--- src/quoted_escape_tokenizer_unit_assert.svh ---
// Assertion macros for the quoted escape tokenizer.
`ifndef QUOTED_ESCAPE_TOKENIZER_UNIT_ASSERT_SVH
`define QUOTED_ESCAPE_TOKENIZER_UNIT_ASSERT_SVH
`ifndef SYNTHESIS
`define QET_ASSERT_NOW(label, ante, cons) \
   label: assert property (@(posedge clock) disable iff (reset) (ante) |-> (cons)) \
      else $error("qet assertion failed");
`define QET_ASSERT_NEXT(label, ante, cons) \
   label: assert property (@(posedge clock) disable iff (reset) (ante) |=> (cons)) \
      else $error("qet assertion failed");
`else
`define QET_ASSERT_NOW(label, ante, cons)
`define QET_ASSERT_NEXT(label, ante, cons)
`endif
`endif

--- src/qet_pkg.sv ---
// Shared types and constants of the quoted escape tokenizer.
`default_nettype none
package qet_pkg;

   typedef enum logic [1:0] {
      KIND_BYTE   = 2'd0,
      KIND_END    = 2'd1,
      KIND_STATUS = 2'd2
   } kind_type;

   typedef enum logic [2:0] {
      ERR_NONE    = 3'd0,
      ERR_OPEN_SQ = 3'd1,
      ERR_OPEN_DQ = 3'd2,
      ERR_ESCAPE  = 3'd3,
      ERR_HEX     = 3'd4
   } err_type;

   localparam logic [7:0] CHAR_SQUOTE = 8'h27;
   localparam logic [7:0] CHAR_DQUOTE = 8'h22;
   localparam logic [7:0] CHAR_BSLASH = 8'h5C;
   localparam logic [7:0] CHAR_SPACE  = 8'h20;
   localparam logic [7:0] CHAR_HT     = 8'h09;
   localparam logic [7:0] CHAR_CR     = 8'h0D;
   localparam logic [7:0] CHAR_LF     = 8'h0A;
   localparam logic [7:0] CHAR_NUL    = 8'h00;
   localparam logic [7:0] CHAR_N      = 8'h6E;
   localparam logic [7:0] CHAR_R      = 8'h72;
   localparam logic [7:0] CHAR_T      = 8'h74;
   localparam logic [7:0] CHAR_X      = 8'h78;
   localparam logic [7:0] CHAR_ZERO   = 8'h30;
   localparam logic [7:0] CHAR_NINE   = 8'h39;
   localparam logic [7:0] CHAR_LA     = 8'h61;
   localparam logic [7:0] CHAR_LF_HEX = 8'h66;
   localparam logic [7:0] CHAR_UA     = 8'h41;
   localparam logic [7:0] CHAR_UF_HEX = 8'h46;
   localparam logic [7:0] HEX_ALPHA   = 8'd10;

   localparam int QUEUE_DEPTH = 4;
   localparam int QUEUE_AW    = 2;

   typedef struct packed {
      logic        byte_vld;
      logic [7:0]  byte_val;
      logic        end_vld;
      logic        stat_vld;
      logic [7:0]  total;
      err_type     err;
   } entry_type;

   typedef struct packed {
      logic      valid;
      entry_type entry;
   } push_type;

   typedef struct packed {
      logic      valid;
      entry_type entry;
   } head_type;

endpackage
`default_nettype wire

--- src/qet_req_if.sv ---
// Input channel: one line byte per beat.
`default_nettype none
interface qet_req_if;
   logic       valid;
   logic       ready;
   logic [7:0] data_byte;
   logic       byte_present;
   logic       line_end;

   modport source (output valid, output data_byte, output byte_present, output line_end,
                   input ready);
   modport sink (input valid, input data_byte, input byte_present, input line_end,
                 output ready);
endinterface
`default_nettype wire

--- src/qet_rsp_if.sv ---
// Result channel: one token byte, token end or line status per beat.
`default_nettype none
interface qet_rsp_if;
   logic              valid;
   logic              ready;
   qet_pkg::kind_type result_kind;
   logic [7:0]        token_byte;
   logic [7:0]        token_total;
   logic [2:0]        error_code;
   logic              last;

   modport source (output valid, output result_kind, output token_byte, output token_total,
                   output error_code, output last, input ready);
   modport sink (input valid, input result_kind, input token_byte, input token_total,
                 input error_code, input last, output ready);
endinterface
`default_nettype wire

--- src/qet_front.sv ---
// Front end: lexer state machine, classifies each byte into a result bundle.
`default_nettype none
module qet_front #(
   parameter int COUNT_BITS = 8
) (
   input  wire logic        clock,
   input  wire logic        reset,
   qet_req_if.sink          req,
   input  wire logic        full,
   output qet_pkg::push_type push
);

   typedef enum logic [6:0] {
      MODE_BETWEEN = 7'b0000001,
      MODE_BARE    = 7'b0000010,
      MODE_SQ      = 7'b0000100,
      MODE_DQ      = 7'b0001000,
      MODE_ESC     = 7'b0010000,
      MODE_HEX1    = 7'b0100000,
      MODE_HEX2    = 7'b1000000
   } mode_type;

   localparam int WIDE = COUNT_BITS + 8;

   mode_type              mode_ff, mode_in;
   logic                  esc_q_ff, esc_q_in;
   logic [3:0]            hex_ff, hex_in;
   logic                  started_ff, started_in;
   logic [COUNT_BITS-1:0] count_ff, count_in;
   qet_pkg::err_type      err_ff, err_in;

   logic                  fire;
   logic [7:0]            c;
   logic                  ws;
   logic [4:0]            hex_dig;
   logic                  do_bare;
   logic                  byte_vld;
   logic [7:0]            byte_val;
   logic                  bend;
   logic                  eend;
   logic                  stat;
   qet_pkg::err_type      serr;
   logic [COUNT_BITS-1:0] cnt_v;
   logic [WIDE-1:0]       cnt_wide;
   logic [7:0]            total;

   function automatic logic [4:0] hex_of(input logic [7:0] ch);
      logic [4:0] r;
      r = 5'd0;
      if (ch >= qet_pkg::CHAR_ZERO && ch <= qet_pkg::CHAR_NINE) begin
         r = {1'b1, 4'(ch - qet_pkg::CHAR_ZERO)};
      end else if (ch >= qet_pkg::CHAR_LA && ch <= qet_pkg::CHAR_LF_HEX) begin
         r = {1'b1, 4'(ch - qet_pkg::CHAR_LA + qet_pkg::HEX_ALPHA)};
      end else if (ch >= qet_pkg::CHAR_UA && ch <= qet_pkg::CHAR_UF_HEX) begin
         r = {1'b1, 4'(ch - qet_pkg::CHAR_UA + qet_pkg::HEX_ALPHA)};
      end
      return r;
   endfunction

   assign req.ready = !full;
   assign fire      = req.valid && req.ready;
   assign c         = req.data_byte;
   assign ws        = (c == qet_pkg::CHAR_SPACE) || (c >= qet_pkg::CHAR_HT && c <= qet_pkg::CHAR_CR);
   assign hex_dig   = hex_of(c);

   always_comb begin
      mode_in    = mode_ff;
      esc_q_in   = esc_q_ff;
      hex_in     = hex_ff;
      started_in = started_ff;
      err_in     = err_ff;
      do_bare    = 1'b0;
      byte_vld   = 1'b0;
      byte_val   = 8'd0;
      bend       = 1'b0;
      eend       = 1'b0;
      stat       = 1'b0;
      serr       = qet_pkg::ERR_NONE;

      if (req.byte_present && err_ff == qet_pkg::ERR_NONE) begin
         unique case (mode_ff)
            MODE_BARE: begin
               if (ws) begin
                  bend       = 1'b1;
                  started_in = 1'b0;
                  mode_in    = MODE_BETWEEN;
               end else begin
                  do_bare = 1'b1;
               end
            end
            MODE_SQ: begin
               if (c == qet_pkg::CHAR_SQUOTE) begin
                  mode_in = MODE_BARE;
               end else begin
                  byte_vld = 1'b1;
                  byte_val = c;
               end
            end
            MODE_DQ: begin
               if (c == qet_pkg::CHAR_DQUOTE) begin
                  mode_in = MODE_BARE;
               end else if (c == qet_pkg::CHAR_BSLASH) begin
                  esc_q_in = 1'b1;
                  mode_in  = MODE_ESC;
               end else begin
                  byte_vld = 1'b1;
                  byte_val = c;
               end
            end
            MODE_ESC: begin
               if (c == qet_pkg::CHAR_X) begin
                  mode_in = MODE_HEX1;
               end else begin
                  byte_vld = 1'b1;
                  priority case (c)
                     qet_pkg::CHAR_N:    byte_val = qet_pkg::CHAR_LF;
                     qet_pkg::CHAR_R:    byte_val = qet_pkg::CHAR_CR;
                     qet_pkg::CHAR_T:    byte_val = qet_pkg::CHAR_HT;
                     qet_pkg::CHAR_ZERO: byte_val = qet_pkg::CHAR_NUL;
                     default:            byte_val = c;
                  endcase
                  mode_in = esc_q_ff ? MODE_DQ : MODE_BARE;
               end
            end
            MODE_HEX1: begin
               if (!hex_dig[4]) begin
                  err_in = qet_pkg::ERR_HEX;
               end else begin
                  hex_in  = hex_dig[3:0];
                  mode_in = MODE_HEX2;
               end
            end
            MODE_HEX2: begin
               if (!hex_dig[4]) begin
                  err_in = qet_pkg::ERR_HEX;
               end else begin
                  byte_vld = 1'b1;
                  byte_val = {hex_ff, hex_dig[3:0]};
                  mode_in  = esc_q_ff ? MODE_DQ : MODE_BARE;
               end
            end
            MODE_BETWEEN: begin
               if (!ws) begin
                  started_in = 1'b1;
                  mode_in    = MODE_BARE;
                  do_bare    = 1'b1;
               end
            end
            default: begin
            end
         endcase

         if (do_bare) begin
            if (c == qet_pkg::CHAR_SQUOTE) begin
               mode_in = MODE_SQ;
            end else if (c == qet_pkg::CHAR_DQUOTE) begin
               mode_in = MODE_DQ;
            end else if (c == qet_pkg::CHAR_BSLASH) begin
               esc_q_in = 1'b0;
               mode_in  = MODE_ESC;
            end else begin
               byte_vld = 1'b1;
               byte_val = c;
            end
         end
      end

      if (req.line_end) begin
         stat = 1'b1;
         serr = err_in;
         if (err_in == qet_pkg::ERR_NONE) begin
            if (mode_in == MODE_SQ) begin
               serr = qet_pkg::ERR_OPEN_SQ;
            end else if (mode_in == MODE_DQ) begin
               serr = qet_pkg::ERR_OPEN_DQ;
            end else if (mode_in == MODE_ESC || mode_in == MODE_HEX1 || mode_in == MODE_HEX2) begin
               serr = qet_pkg::ERR_ESCAPE;
            end else if (mode_in == MODE_BARE && started_in) begin
               eend = 1'b1;
            end
         end
      end

      cnt_v = count_ff;
      if ((bend || eend) && count_ff != {COUNT_BITS{1'b1}}) begin
         cnt_v = count_ff + 1'b1;
      end
      count_in = cnt_v;

      if (req.line_end) begin
         mode_in    = MODE_BETWEEN;
         esc_q_in   = 1'b0;
         hex_in     = 4'd0;
         started_in = 1'b0;
         count_in   = '0;
         err_in     = qet_pkg::ERR_NONE;
      end
   end

   assign cnt_wide = WIDE'(cnt_v);
   assign total    = (cnt_wide > WIDE'(255)) ? 8'hFF : cnt_wide[7:0];

   assign push.valid          = fire && (byte_vld || bend || eend || stat);
   assign push.entry.byte_vld = byte_vld;
   assign push.entry.byte_val = byte_val;
   assign push.entry.end_vld  = bend || eend;
   assign push.entry.stat_vld = stat;
   assign push.entry.total    = stat ? total : 8'd0;
   assign push.entry.err      = serr;

   always_ff @(posedge clock) begin
      if (reset) begin
         mode_ff    <= MODE_BETWEEN;
         esc_q_ff   <= 1'b0;
         hex_ff     <= 4'd0;
         started_ff <= 1'b0;
         count_ff   <= '0;
         err_ff     <= qet_pkg::ERR_NONE;
      end else if (fire) begin
         mode_ff    <= mode_in;
         esc_q_ff   <= esc_q_in;
         hex_ff     <= hex_in;
         started_ff <= started_in;
         count_ff   <= count_in;
         err_ff     <= err_in;
      end
   end

endmodule
`default_nettype wire

--- src/qet_queue.sv ---
// Short queue of result bundles between front and back.
`default_nettype none
module qet_queue (
   input  wire logic          clock,
   input  wire logic          reset,
   input  wire qet_pkg::push_type push,
   output logic               full,
   output qet_pkg::head_type  head,
   input  wire logic          pop
);

   qet_pkg::entry_type              slot_ff [qet_pkg::QUEUE_DEPTH];
   logic [qet_pkg::QUEUE_AW-1:0]    wr_ff, wr_in;
   logic [qet_pkg::QUEUE_AW-1:0]    rd_ff, rd_in;
   logic [qet_pkg::QUEUE_AW:0]      used_ff, used_in;
   logic                            do_push;
   logic                            do_pop;

   assign full       = (used_ff == (qet_pkg::QUEUE_AW + 1)'(qet_pkg::QUEUE_DEPTH));
   assign head.valid = (used_ff != '0);
   assign head.entry = slot_ff[rd_ff];
   assign do_push    = push.valid && !full;
   assign do_pop     = pop && head.valid;

   always_comb begin
      wr_in   = do_push ? wr_ff + 1'b1 : wr_ff;
      rd_in   = do_pop ? rd_ff + 1'b1 : rd_ff;
      used_in = used_ff;
      if (do_push && !do_pop) begin
         used_in = used_ff + 1'b1;
      end else if (do_pop && !do_push) begin
         used_in = used_ff - 1'b1;
      end
   end

   always_ff @(posedge clock) begin
      if (do_push) begin
         slot_ff[wr_ff] <= push.entry;
      end
   end

   always_ff @(posedge clock) begin
      if (reset) begin
         wr_ff   <= '0;
         rd_ff   <= '0;
         used_ff <= '0;
      end else begin
         wr_ff   <= wr_in;
         rd_ff   <= rd_in;
         used_ff <= used_in;
      end
   end

endmodule
`default_nettype wire

--- src/qet_back.sv ---
// Back end: unpacks each bundle into result beats, marks the last one.
`default_nettype none
module qet_back (
   input  wire logic          clock,
   input  wire logic          reset,
   input  wire qet_pkg::head_type head,
   output logic               pop,
   qet_rsp_if.source          rsp
);

   logic byte_done_ff, byte_done_in;
   logic end_done_ff, end_done_in;
   logic sel_byte;
   logic sel_end;
   logic sel_stat;
   logic is_last;
   logic fire;

   assign sel_byte = head.entry.byte_vld && !byte_done_ff;
   assign sel_end  = !sel_byte && head.entry.end_vld && !end_done_ff;
   assign sel_stat = !sel_byte && !sel_end;
   assign is_last  = sel_stat || (sel_end && !head.entry.stat_vld)
                     || (sel_byte && !head.entry.end_vld && !head.entry.stat_vld);
   assign fire     = head.valid && rsp.ready;
   assign pop      = fire && is_last;

   assign rsp.valid       = head.valid;
   assign rsp.result_kind = sel_byte ? qet_pkg::KIND_BYTE
                          : (sel_end ? qet_pkg::KIND_END : qet_pkg::KIND_STATUS);
   assign rsp.token_byte  = sel_byte ? head.entry.byte_val : 8'd0;
   assign rsp.token_total = sel_stat ? head.entry.total : 8'd0;
   assign rsp.error_code  = sel_stat ? head.entry.err : qet_pkg::ERR_NONE;
   assign rsp.last        = is_last;

   always_comb begin
      byte_done_in = byte_done_ff;
      end_done_in  = end_done_ff;
      if (fire) begin
         if (is_last) begin
            byte_done_in = 1'b0;
            end_done_in  = 1'b0;
         end else if (sel_byte) begin
            byte_done_in = 1'b1;
         end else begin
            end_done_in = 1'b1;
         end
      end
   end

   always_ff @(posedge clock) begin
      if (reset) begin
         byte_done_ff <= 1'b0;
         end_done_ff  <= 1'b0;
      end else begin
         byte_done_ff <= byte_done_in;
         end_done_ff  <= end_done_in;
      end
   end

endmodule
`default_nettype wire

--- src/quoted_escape_tokenizer_unit.sv ---
// Top level of the quoted escape tokenizer.
// Shell-style line tokenizer. One byte beat is taken per cycle whenever the
// four-entry result queue has room; the lexer state machine in the front end
// turns each beat into a bundle of up to three results (token byte, token
// end, line status) in that same cycle. The back end sends one result beat
// per cycle while rsp.ready is high, so a beat that causes k results holds
// the output until all k are sent; once the queue fills, input throughput
// is set by the result count. Beats with no byte and no line end produce
// no result. After a bad hex digit, bytes are dropped until line end; the
// status reports the first error and the tokens ended before it. COUNT_BITS
// sets the saturating token counter; the reported total clips at 255.
`default_nettype none
`include "quoted_escape_tokenizer_unit_assert.svh"
module quoted_escape_tokenizer_unit #(
   parameter int COUNT_BITS = 8
) (
   input  wire logic clock,
   input  wire logic reset,
   qet_req_if.sink   req,
   qet_rsp_if.source rsp
);

   qet_pkg::push_type push;
   qet_pkg::head_type head;
   logic              full;
   logic              pop;

   qet_front #(
      .COUNT_BITS(COUNT_BITS)
   ) u_front (
      .clock(clock),
      .reset(reset),
      .req  (req),
      .full (full),
      .push (push)
   );

   qet_queue u_queue (
      .clock(clock),
      .reset(reset),
      .push (push),
      .full (full),
      .head (head),
      .pop  (pop)
   );

   qet_back u_back (
      .clock(clock),
      .reset(reset),
      .head (head),
      .pop  (pop),
      .rsp  (rsp)
   );

   `QET_ASSERT_NOW(a_no_overflow, push.valid, !full)
   `QET_ASSERT_NOW(a_status_last, rsp.valid && !rsp.last, rsp.result_kind != qet_pkg::KIND_STATUS)
   `QET_ASSERT_NEXT(a_more_follow, rsp.valid && rsp.ready && !rsp.last, rsp.valid)

endmodule
`default_nettype wire
--- src/flat_wrapper.sv ---
// flat-port wrapper written by rule: the top's interface ports become plain ports
module quoted_escape_tokenizer_unit_flat 
#(
   parameter int COUNT_BITS = 8
)
  (clock, reset, req_valid, req_data_byte, req_byte_present, req_line_end, req_ready, rsp_valid, rsp_result_kind, rsp_token_byte, rsp_token_total, rsp_error_code, rsp_last, rsp_ready);
  qet_req_if req_i ();
  qet_rsp_if rsp_i ();
  input  wire logic clock;
  input  wire logic reset;
  input wire logic [$bits(req_i.valid)-1:0] req_valid;
  input wire logic [$bits(req_i.data_byte)-1:0] req_data_byte;
  input wire logic [$bits(req_i.byte_present)-1:0] req_byte_present;
  input wire logic [$bits(req_i.line_end)-1:0] req_line_end;
  output wire logic [$bits(req_i.ready)-1:0] req_ready;
  output wire logic [$bits(rsp_i.valid)-1:0] rsp_valid;
  output wire logic [$bits(rsp_i.result_kind)-1:0] rsp_result_kind;
  output wire logic [$bits(rsp_i.token_byte)-1:0] rsp_token_byte;
  output wire logic [$bits(rsp_i.token_total)-1:0] rsp_token_total;
  output wire logic [$bits(rsp_i.error_code)-1:0] rsp_error_code;
  output wire logic [$bits(rsp_i.last)-1:0] rsp_last;
  input wire logic [$bits(rsp_i.ready)-1:0] rsp_ready;
  assign req_i.valid = req_valid;
  assign req_i.data_byte = req_data_byte;
  assign req_i.byte_present = req_byte_present;
  assign req_i.line_end = req_line_end;
  assign req_ready = req_i.ready;
  assign rsp_valid = rsp_i.valid;
  assign rsp_result_kind = rsp_i.result_kind;
  assign rsp_token_byte = rsp_i.token_byte;
  assign rsp_token_total = rsp_i.token_total;
  assign rsp_error_code = rsp_i.error_code;
  assign rsp_last = rsp_i.last;
  assign rsp_i.ready = rsp_ready;
  quoted_escape_tokenizer_unit #(.COUNT_BITS(COUNT_BITS)) u_core (.clock(clock), .reset(reset), .req(req_i), .rsp(rsp_i));
endmodule
--- config.mk ---
export PLATFORM = sky130hd
export DESIGN_NAME = quoted_escape_tokenizer_unit_flat
export DESIGN_NICKNAME = d
export VERILOG_FILES = /design/src/qet_pkg.sv /design/src/qet_req_if.sv /design/src/qet_rsp_if.sv /design/src/qet_front.sv /design/src/qet_queue.sv /design/src/qet_back.sv /design/src/quoted_escape_tokenizer_unit.sv /design/src/flat_wrapper.sv
export VERILOG_INCLUDE_DIRS = /design/src /design/src/src
export SDC_FILE = /design/constraint.sdc
export NUM_CORES = 1
export LEC_CHECK = 0
export BUFFER_PORTS_ARGS = -buffer_cell sky130_fd_sc_hd__buf_4
export CAP_MARGIN = 5
export CORE_MARGIN = 4
export CORE_UTILIZATION = 40
export CTS_CLUSTER_DIAMETER = 200
export DETAILED_ROUTE_END_ITERATION = 10
export PLACE_DENSITY = 0.65
export SLEW_MARGIN = 20
export SYNTH_ARGS = -nofsm -noshare
export SYNTH_HDL_FRONTEND = slang
export SYNTH_SLANG_ARGS = --single-unit
--- constraint.sdc ---
create_clock -name clock -period 4 [get_ports clock]
set_clock_uncertainty 0.2 [all_clocks]
set_input_delay 0.8 -clock clock [delete_from_list [all_inputs] [get_ports clock]]
set_output_delay 0.8 -clock clock [all_outputs]
set_load 0.01 [all_outputs]
==> metrics <==
outcome completed; syn_nets 587; Worst R2R Path Depth 11; Sink Count roughly 120; TritonCTS clock tree yes; crit-path most repeated cell buf_4; Post-route DRC 0; Netlist cell types 80; global-route wire length before repair 26,100 µm; Reg power frac 37.8%; CP startpoint kind input port; vias in the first global route 5,084; Critical Path RT 4.07 ns; vias per cell 5.58; Ant. Diodes 0; Final Max Tran Viols 0; min Tclk post-route 3.88 ns; 1st-iter DRT viols 348; hold_ws 0.256 ns; met3 usage under 10%; Initial Util a little over 40%; critical path class input port to register; initial antenna violation count 0; area grow syn2layout 25.9%; Most Used Layer, Global Route met2; count of input and output buffers 37; Max VDD drop 0.000306 V; asr flop ratio synth 0%; WL/cell roughly 18 µm; Pwr Density just under 500 nW/µm²; Sw Share 26.8%; CTS H-tree lvls 4; register bit total from synthesis 123; top_reg_cell synth edfxtp_1; internal power 2.98 mW; number of routed nets with antenna violations 0; Reg clk slew, reported paths 0.05 ns; Final WS setup 0.118 ns; TritonRoute pass-1 iters 5; Final Hold Viols 0; total CTS buffers 17; met2 Use GR 31.0%; clock network power share 37.0%; Vias 5,033; Clock Tree Buf Depth 2; total number of yosys warnings 0; width of the chip 136 µm; leading cell types by count after synthesis 88 x edfxtp_1, 47 x nor2_1, 35 x dfxtp_1; Die ar. 18,400 µm²; Finish-stage setup viols 0; share of cells above drive strength 1 ~29%; unrepaired setup endpoints after global routing false; Top delay family on crit path compound AO/OA/AOI/OAI gates; post-detail-place hpwl 11,600 µm; GRT Total Usage 18.3%; CORE AREA 15,900 µm²; Sw Pwr 1.09 mW; Setup crit end kind register; crit path cell chain buf_4, inv_1, ha_1, or3b_2, o21ai_0, a21oi_1, o32a_4, buf_4, or4_4, o41ai_4, buf_4, a41o_1, a211oi_2; io pins 38; end of the critical path u_core.u_front.count_ff[7]$_SDFFE_PP0P_; slowest CP cell or4_4; share of the yosys chip area belonging to registers 51.4%; Leakage Power 3.11 nW; final WL between 15,000 and 20,000 µm; R2R setup slack 0.13 ns; Slew Limit Headroom 53.7%; Worst Path Buf+Inv 4; largest net degree at the start of global routing 35; setup tns final 0 ns; most common cell in the netlist edfxtp_1; actual slew at the worst max-slew pin roughly 0.69 ns; Crit. Startpoint req_data_byte[0]; met1 Usage GRT 23.2%; fmax 258 MHz; maximum fanout along the worst path 4; Hold Path Class register to register; combinational share of power 25.3%; WP data arrival 3.95 ns; die span in y 136 µm; fin cells about 900; GP Congestion 0.968; Reg2Reg Capture Point u_core.u_front.count_ff[7]$_SDFFE_PP0P_; top cell type's share of synthesized area roughly 41%; Reg2Reg Launch Point u_core.u_front.err_ff[0]$_SDFFE_PP0P_; area leader, netlist edfxtp_1; Rows 46; worst skew pair latency roughly 0.42 ns; Net count, final 699; Max-cap violations 0; pre-CTS setup slack -0.288 ns; max incr delay on CP 0.53 ns; Tcrit/Tclk final between 90% and 100%; GRT overflow 0; placed insts 869; synthesized area per cell 11.6 µm²; Synth area leaders edfxtp_1 41%, dfxtp_1 11%, mux4_2 7.6%, nor2_1 2.7%, a21oi_1 2.3%; synthesized cell area 6500 µm²; EDFF count, synth 88; Cells after Synth approximately 560; Levels on crit path 13; clk root buf clkbuf_16
## through the flow
stage               util [%]  cell area, µm²  power (mW)
floorplan                  -            6510        2.20
global placement        47.6            7570        2.58
detailed placement      47.6            7570        2.60
CTS                     51.3            8150        4.11
global route            51.5            8190        4.27
finish                  51.5            8190        4.07
## tightest hold or removal path, cell delays in order, from the launching register on
cell	delay (ns)
dfxtp_1	0.30
nand2_1	0.05
a21oi_1	0.05
## layout make-up
type / count / area, µm²
Clock buffer: 22 / 454
Multi-Input combinational cell: 392 / 3010
Tap cell: 216 / 270
Timing Repair Buffer: 124 / 931
Clock inverter: 10 / 128
Fill cell: 1397 / 7700
Sequential cell: 123 / 3340
Inverter: 15 / 56.3
## cells by family after synthesis
| family | Yosys count | share of synthesized area [%] |
|---|---|---|
| AOI/OAI and AO/OA | 120 | 13.8 |
| and+or+nand+nor | 218 | 19.0 |
| adders and majority gates | 12 | 2.42 |
| xor gates and xnor gates | 16 | 2.16 |
| buffers and inverters | 46 | 2.98 |
| DFF | 123 | 51.4 |
| muxes | 26 | 8.24 |
## worst min-delay path by stage
| stage | start | to | slack [ns] | depth (start not counted) |
|---|---|---|---|---|
| 2_1_floorplan | u_core.u_front.started_ff$_SDFFE_PP0P_ | u_core.u_front.started_ff$_SDFFE_PP0P_ | 0.24 | 2 |
| 3_3_place_gp | u_core.u_front.started_ff$_SDFFE_PP0P_ | u_core.u_front.started_ff$_SDFFE_PP0P_ | 0.24 | 2 |
| 3_5_place_dp | u_core.u_front.started_ff$_SDFFE_PP0P_ | u_core.u_front.started_ff$_SDFFE_PP0P_ | 0.25 | 2 |
| 4_1_cts | u_core.u_front.started_ff$_SDFFE_PP0P_ | u_core.u_front.started_ff$_SDFFE_PP0P_ | 0.26 | 2 |
| 5_1_grt | u_core.u_front.started_ff$_SDFFE_PP0P_ | u_core.u_front.started_ff$_SDFFE_PP0P_ | 0.31 | 2 |
| 6_report | u_core.u_front.started_ff$_SDFFE_PP0P_ | u_core.u_front.started_ff$_SDFFE_PP0P_ | 0.26 | 2 |
## power groups by stage
stage	clock (mW)	sequential, mW	combinational, mW
after floorplan	0	1.54	0.651
after global placement	0	1.56	1.02
after detailed placement	0	1.56	1.04
after CTS	1.53	1.54	1.04
after global routing	1.59	1.55	1.13
final	1.50	1.54	1.03
## what timing repair did
| action | in CTS | in global routing |
|---|---|---|
| hold buffers | 0 | 0 |
| gates resized for setup | 0 | 5 |
| buffers inserted | 0 | 1 |
| setup endpoints to repair | 0 | 10 |
## flip-flops by register name, summed over array words and instances (netlist names), named ones only
register,cells
u_core.u_queue.slot_ff,88
u_core.u_front.count_ff,8
u_core.u_front.mode_ff,7
u_core.u_front.hex_ff,4
u_core.u_front.err_ff,3
u_core.u_queue.used_ff,3
u_core.u_queue.rd_ff,2
u_core.u_queue.wr_ff,2
u_core.u_back.byte_done_ff,1
u_core.u_back.end_done_ff,1
u_core.u_front.esc_q_ff,1
u_core.u_front.started_ff,1
## cell usage in the layout, fill, tap and decap left out, drive strengths merged, types with 7 or more instances in the layout
cell type | netlist | layout
a21oi | 32 | 32
buf | 9 | 124
nand2 | 29 | 29
nor2b | 24 | 24
a31oi | 9 | 9
xor2 | 7 | 7
o21ai | 22 | 22
edfxtp | 88 | 88
dfxtp | 35 | 35
nor3 | 19 | 19
nand3 | 14 | 14
clkbuf | 22 | 22
ha | 11 | 11
nor2 | 47 | 47
xnor2 | 9 | 9
and2 | 25 | 25
and3 | 11 | 11
mux4 | 22 | 22
inv | 14 | 14
## per-layer routing
layer | up-vias | wire length (µm)
met1 | 2489 | 7140
met5 | - | 0
li1 | 2373 | -
met3 | 24 | 766
met2 | 147 | 8030
met4 | 0 | 298
No activity file was read; power rests on OpenSTA's default activity.
